==> src/hw/rtl/atpam_remap.sv <==
`timescale 1ns / 1ps
// ----------------------------------------------------------------------------
// Atlas axis remap
// Scales an in-tile product to the texture axis and applies the border
// remap, with a pipelined restoring divider that retires one quotient bit
// per stage.
// ----------------------------------------------------------------------------
module atpam_remap #(
  parameter int unsigned TILE_SIZE       = 256,
  parameter int unsigned BORDER          = 8,
  parameter int unsigned MAX_TEXTURE_DIM = 4096
) (
  input  logic                                                 clk_i,
  input  logic                                                 en_i,
  input  logic [$clog2(TILE_SIZE)+$clog2(MAX_TEXTURE_DIM+1)-1:0] prod_i,
  input  logic [$clog2(MAX_TEXTURE_DIM+1)-1:0]                 size_i,
  output logic [$clog2(MAX_TEXTURE_DIM)-1:0]                   coord_o
);

  localparam int unsigned LT = $clog2(TILE_SIZE);
  localparam int unsigned DW = $clog2(MAX_TEXTURE_DIM + 1);
  localparam int unsigned QW = $clog2(MAX_TEXTURE_DIM);
  localparam int unsigned SW = DW + 1;
  localparam int unsigned PW = DW + SW;
  localparam int unsigned RW = DW + QW;

  logic [DW-1:0] t;
  logic          below;
  logic          above;
  logic [DW-1:0] diff;
  logic [SW-1:0] span;
  logic [RW-1:0] dividend;

  logic [RW-1:0] rem_q [QW];
  logic [QW-1:0] quo_q [QW+1];
  logic [DW-1:0] sz_q  [QW+1];
  logic          bel_q [QW+1];
  logic          abv_q [QW+1];
  logic [QW-1:0] coord_q;

  logic [RW-1:0] dsh   [QW];
  logic [RW-1:0] rem_n [QW];
  logic [QW-1:0] quo_n [QW];

  // The texture coordinate is the scaled product with the tile fraction
  // dropped. Only the middle band needs the divide.
  always_comb begin
    t        = prod_i[LT +: DW];
    below    = SW'(t) < SW'(BORDER);
    above    = (SW'(t) + SW'(BORDER)) > SW'(size_i);
    diff     = t - DW'(BORDER);
    span     = SW'(size_i) + SW'(2 * BORDER);
    dividend = RW'(PW'(diff) * PW'(span));
  end

  always_comb begin
    for (int k = 0; k < int'(QW); k++) begin
      dsh[k] = RW'(sz_q[k]) << (int'(QW) - 1 - k);
      if (rem_q[k] >= dsh[k]) begin
        rem_n[k] = rem_q[k] - dsh[k];
        quo_n[k] = quo_q[k] | (QW'(1) << (int'(QW) - 1 - k));
      end else begin
        rem_n[k] = rem_q[k];
        quo_n[k] = quo_q[k];
      end
    end
  end

  always_ff @(posedge clk_i) begin
    if (en_i) begin
      rem_q[0] <= dividend;
      quo_q[0] <= '0;
      sz_q[0]  <= size_i;
      bel_q[0] <= below;
      abv_q[0] <= above;
      for (int k = 0; k < int'(QW); k++) begin
        if (k < int'(QW) - 1) begin
          rem_q[k+1] <= rem_n[k];
        end
        quo_q[k+1] <= quo_n[k];
        sz_q[k+1]  <= sz_q[k];
        bel_q[k+1] <= bel_q[k];
        abv_q[k+1] <= abv_q[k];
      end
      if (bel_q[QW]) begin
        coord_q <= '0;
      end else if (abv_q[QW]) begin
        coord_q <= QW'(sz_q[QW] - DW'(1));
      end else begin
        coord_q <= quo_q[QW];
      end
    end
  end

  assign coord_o = coord_q;

endmodule
==> config.mk <==
export PLATFORM = sky130hd
export DESIGN_NAME = atpam_remap
export DESIGN_NICKNAME = d
export VERILOG_FILES = /design/src/hw/rtl/atpam_remap.sv
export SDC_FILE = /design/constraint.sdc
export NUM_CORES = 1
export LEC_CHECK = 0
export ABC_AREA = 1
export BUFFER_PORTS_ARGS = -buffer_cell sky130_fd_sc_hd__buf_2
export CAP_MARGIN = 20
export CORE_UTILIZATION = 43
export CTS_BUF_LIST = sky130_fd_sc_hd__clkbuf_4
export CTS_CLUSTER_SIZE = 14
export DETAILED_ROUTE_END_ITERATION = 12
export SYNTH_ARGS = -nofsm -noshare
export SYNTH_HDL_FRONTEND = slang
export SYNTH_SLANG_ARGS = --single-unit
==> constraint.sdc <==
create_clock -name clk_i -period 7.2 [get_ports clk_i]
set_input_delay 0.72 -clock clk_i [delete_from_list [all_inputs] [get_ports clk_i]]
set_output_delay 0.72 -clock clk_i [all_outputs]
set_load 0.005 [all_outputs]
==> run metrics <==
Overflow after GRT=0; Seq cells post-synth=584; Buf+Inv Stages, Crit Path=6; DIE HEIGHT=299 um; clk slew on worst S/H paths=0.06 ns; area of the multi-input gates=17600 sq um; CP peak stage delay=0.55 ns; antenna viol nets, final=0; H-tree depth=4; Num CTS Buffers=160; sequential cell area fraction in the yosys report=46.1%; fin util=47.9%; WL/cell=16.4 um; first-pass GRT wire length=148000 um; Area growth syn-to-layout=9.75%; I/O Pins=48; register area=17500 sq um; CP delay by family, top=adder cells; Synthesized Nets=4605; initial core utilization=43.6%; Cell Rows=108; final wirelength=92500 um; Sink Count=584; vias in the first global route=27924; Min-Delay Path Class=input port to flip-flop; unrepaired setup endpoints after global routing=false; prevailing post-synth register cell=edfxtp_1; clock root buffer master=clkbuf_4; worst hold slack=0.164 ns; Final Non-Filler Cells=5648; CP Cell Sequence=dlygate4sd3_1, buf_2, ha_1, nand2_1, nor2_1, nand2_1, o21ai_0, nand2_1, clkinv_1, nand2_1, fa_1, inv_1, fa_1, fa_1, fa_1, inv_1, fa_1, inv_1, ha_1, nand3_1, nor3_1, nand4_1, nand3_1, xor2_1; FMAX=161 MHz; Layout Skew=0.0645 ns; worst-skew pair later-pin latency=1.02 ns; PortBufs=39; HPWL after DPL=72000 um; Synth cell types=55; final hold viol count=0; share of cells above drive strength 1=8.59%; cell area after synthesis=38000 sq um; Worst path slowest cell=fa_1; gpl congestion=0.891; # Max-Cap Violations=0; minimum clock period=6.22 ns; # fillers=8440; most used cell, CP=fa_1; nets@finish=4792; crit-path max FO=10; Die Footprint=89600 sq um; Relative slew margins=37.5%; fraction of registers with async set/reset=0%; Final Max Tran Viols=0; DR iter-0 viols=1980; via count=28345; CP required=7.93 ns; Cell Pwr Density=405 nW/um^2; status=completed; Leak=0.0187 uW; die width=299 um; Slew @ Worst Pin=0.938 ns; Placeable Area=87200 sq um; Max Root-Sink Buffers=3; Vias per Instance=5.02; CTS tree=yes; crit end category=flip-flop; Post-CTS Setup Inserts=0; Mapped Avg Cell Area=9.08 sq um; Pre-antenna DRT Iters=5; largest net degree at the start of global routing=149; fin crit share=86.3%; Mapped Cells=4187; Post-synth EDFFs=584; Crit Path Class=input port to flip-flop; Critical Path AT=6.94 ns; Yosys Warn Count=0; Total Routing Usage GR=21.1%; initial antenna violation count=2; Final TNS setup=0 ns; Placed Instances=5356; Peak VDD IR=392 uV; final setup fails=0; DRC errors left=0; Worst Setup Start Kind=input port
power breakdown:
part / internal, uW / switching, uW / total, uW
Combinational: 3000 / 5320 / 8320
Clock: 1590 / 1470 / 3060
Sequential: 4980 / 542 / 5520
Total: 9570 / 7330 / 16900
repair_timing:
action,4_1_cts,5_1_grt
hold endpoints to repair,10,0
hold buffers,11,0
resized for setup,0,0
cells by family (layout without fill, tap and decap cells):
| kind of cell | count (synthesis) | count (layout) | share of synthesized area [%] |
|---|---|---|---|
| AND/OR/NAND/NOR | 1870 | 1870 | 20.9 |
| buffers and inverters | 733 | 1037 | 7.61 |
| flip-flops | 584 | 584 | 46.1 |
| AO/OA/AOI/OAI | 492 | 492 | 7.02 |
| adder cells (fa/ha/maj) | 382 | 382 | 15.4 |
| XOR/XNOR | 126 | 126 | 2.97 |
| other | 0 | 2 | 0 |
per-layer routing:
metal  GRT usage [%]  share of wire [%]  wire, um  vias up
li1                -                  -         -    14268
met1            28.2                 45     42000    13272
met2            34.7                 47     43600      670
met3            3.69                5.1      4700      135
met4            7.37                2.4      2190        0
met5               0                  0         0        -
state kept, by name (all words and copies together) (netlist names):
register	flops
abv_q	13
rem_q	300
quo_q	78
sz_q	168
coord_o	12
bel_q	13
through the flow:
step | power (uW) | instance area (sq um) | worst slack (ns)
3_5_place_dp | 13900 | 39500 | 0.579
2_1_floorplan | 11700 | 38000 | 0.994
6_report | 16900 | 41700 | 0.985
4_1_cts | 17100 | 41700 | 1.17
3_3_place_gp | 13800 | 39500 | 0.616
5_1_grt | 18500 | 41700 | 0.587
synthesized netlist by cell type, types with 7 or more instances:
master	instances	area (sq um)
nand2_1	1049	3940
inv_1	683	2560
edfxtp_1	584	17500
nor2_1	390	1460
ha_1	240	3000
a21oi_1	221	1110
nand3_1	205	1030
o21ai_0	171	856
fa_1	142	2840
xor2_1	65	569
nand4_1	64	400
xnor2_1	59	517
nor3_1	50	250
nand3b_1	42	315
o21ai_1	27	135
nor2_2	15	93.8
clkbuf_1	14	52.6
a21o_1	13	97.6
nor4_1	13	81.3
buf_6	12	135
or2_2	11	68.8
a31oi_1	10	62.6
a21boi_0	9	67.6
a21oi_2	9	78.8
o21ai_2	9	78.8
o21bai_1	8	60.1
inv_2	7	26.3
nor2_4	7	78.8
cell usage in the layout, fill, tap and decap left out, types with 10 or more instances in the layout:
cell and n:
nand2_1 1049, inv_1 683, edfxtp_1 584, nor2_1 390, ha_1 240, a21oi_1 221, clkbuf_4 220, nand3_1 205
o21ai_0 171, fa_1 142, xor2_1 65, nand4_1 64, xnor2_1 59, nor3_1 50, nand3b_1 42, buf_2 38
clkinv_1 28, o21ai_1 27, nor2_2 15, a21o_1 13, nor4_1 13, clkinv_2 13, buf_4 12, or2_2 11
dlygate4sd3_1 11, a31oi_1 10
path summary, 6_finish.rpt:
check                             startpoint            to  slack (ns)  cells past startpoint
worst max-delay path               size_i[4]  rem_q[0][22]        0.98                     24
worst min-delay path               size_i[0]    sz_q[0][0]        0.16                      1
worst max register to register  rem_q[2][51]  rem_q[2][87]        3.97                     15
worst min register to register   abv_q[0][2]   abv_q[0][3]        0.38                      0
cell type report:
| type | count | area share (%) |
|---|---|---|
| timing repair buffer | 64 | 1.07 |
| clock inverter | 59 | 1.05 |
| sequential | 584 | 42.0 |
| inverter | 694 | 6.27 |
| clock buffer | 220 | 3.96 |
| tap | 1155 | 3.46 |
| antenna | 2 | 0.0120 |
| multi-input combinational | 2870 | 42.2 |
No activity file was read; power rests on OpenSTA's default activity.
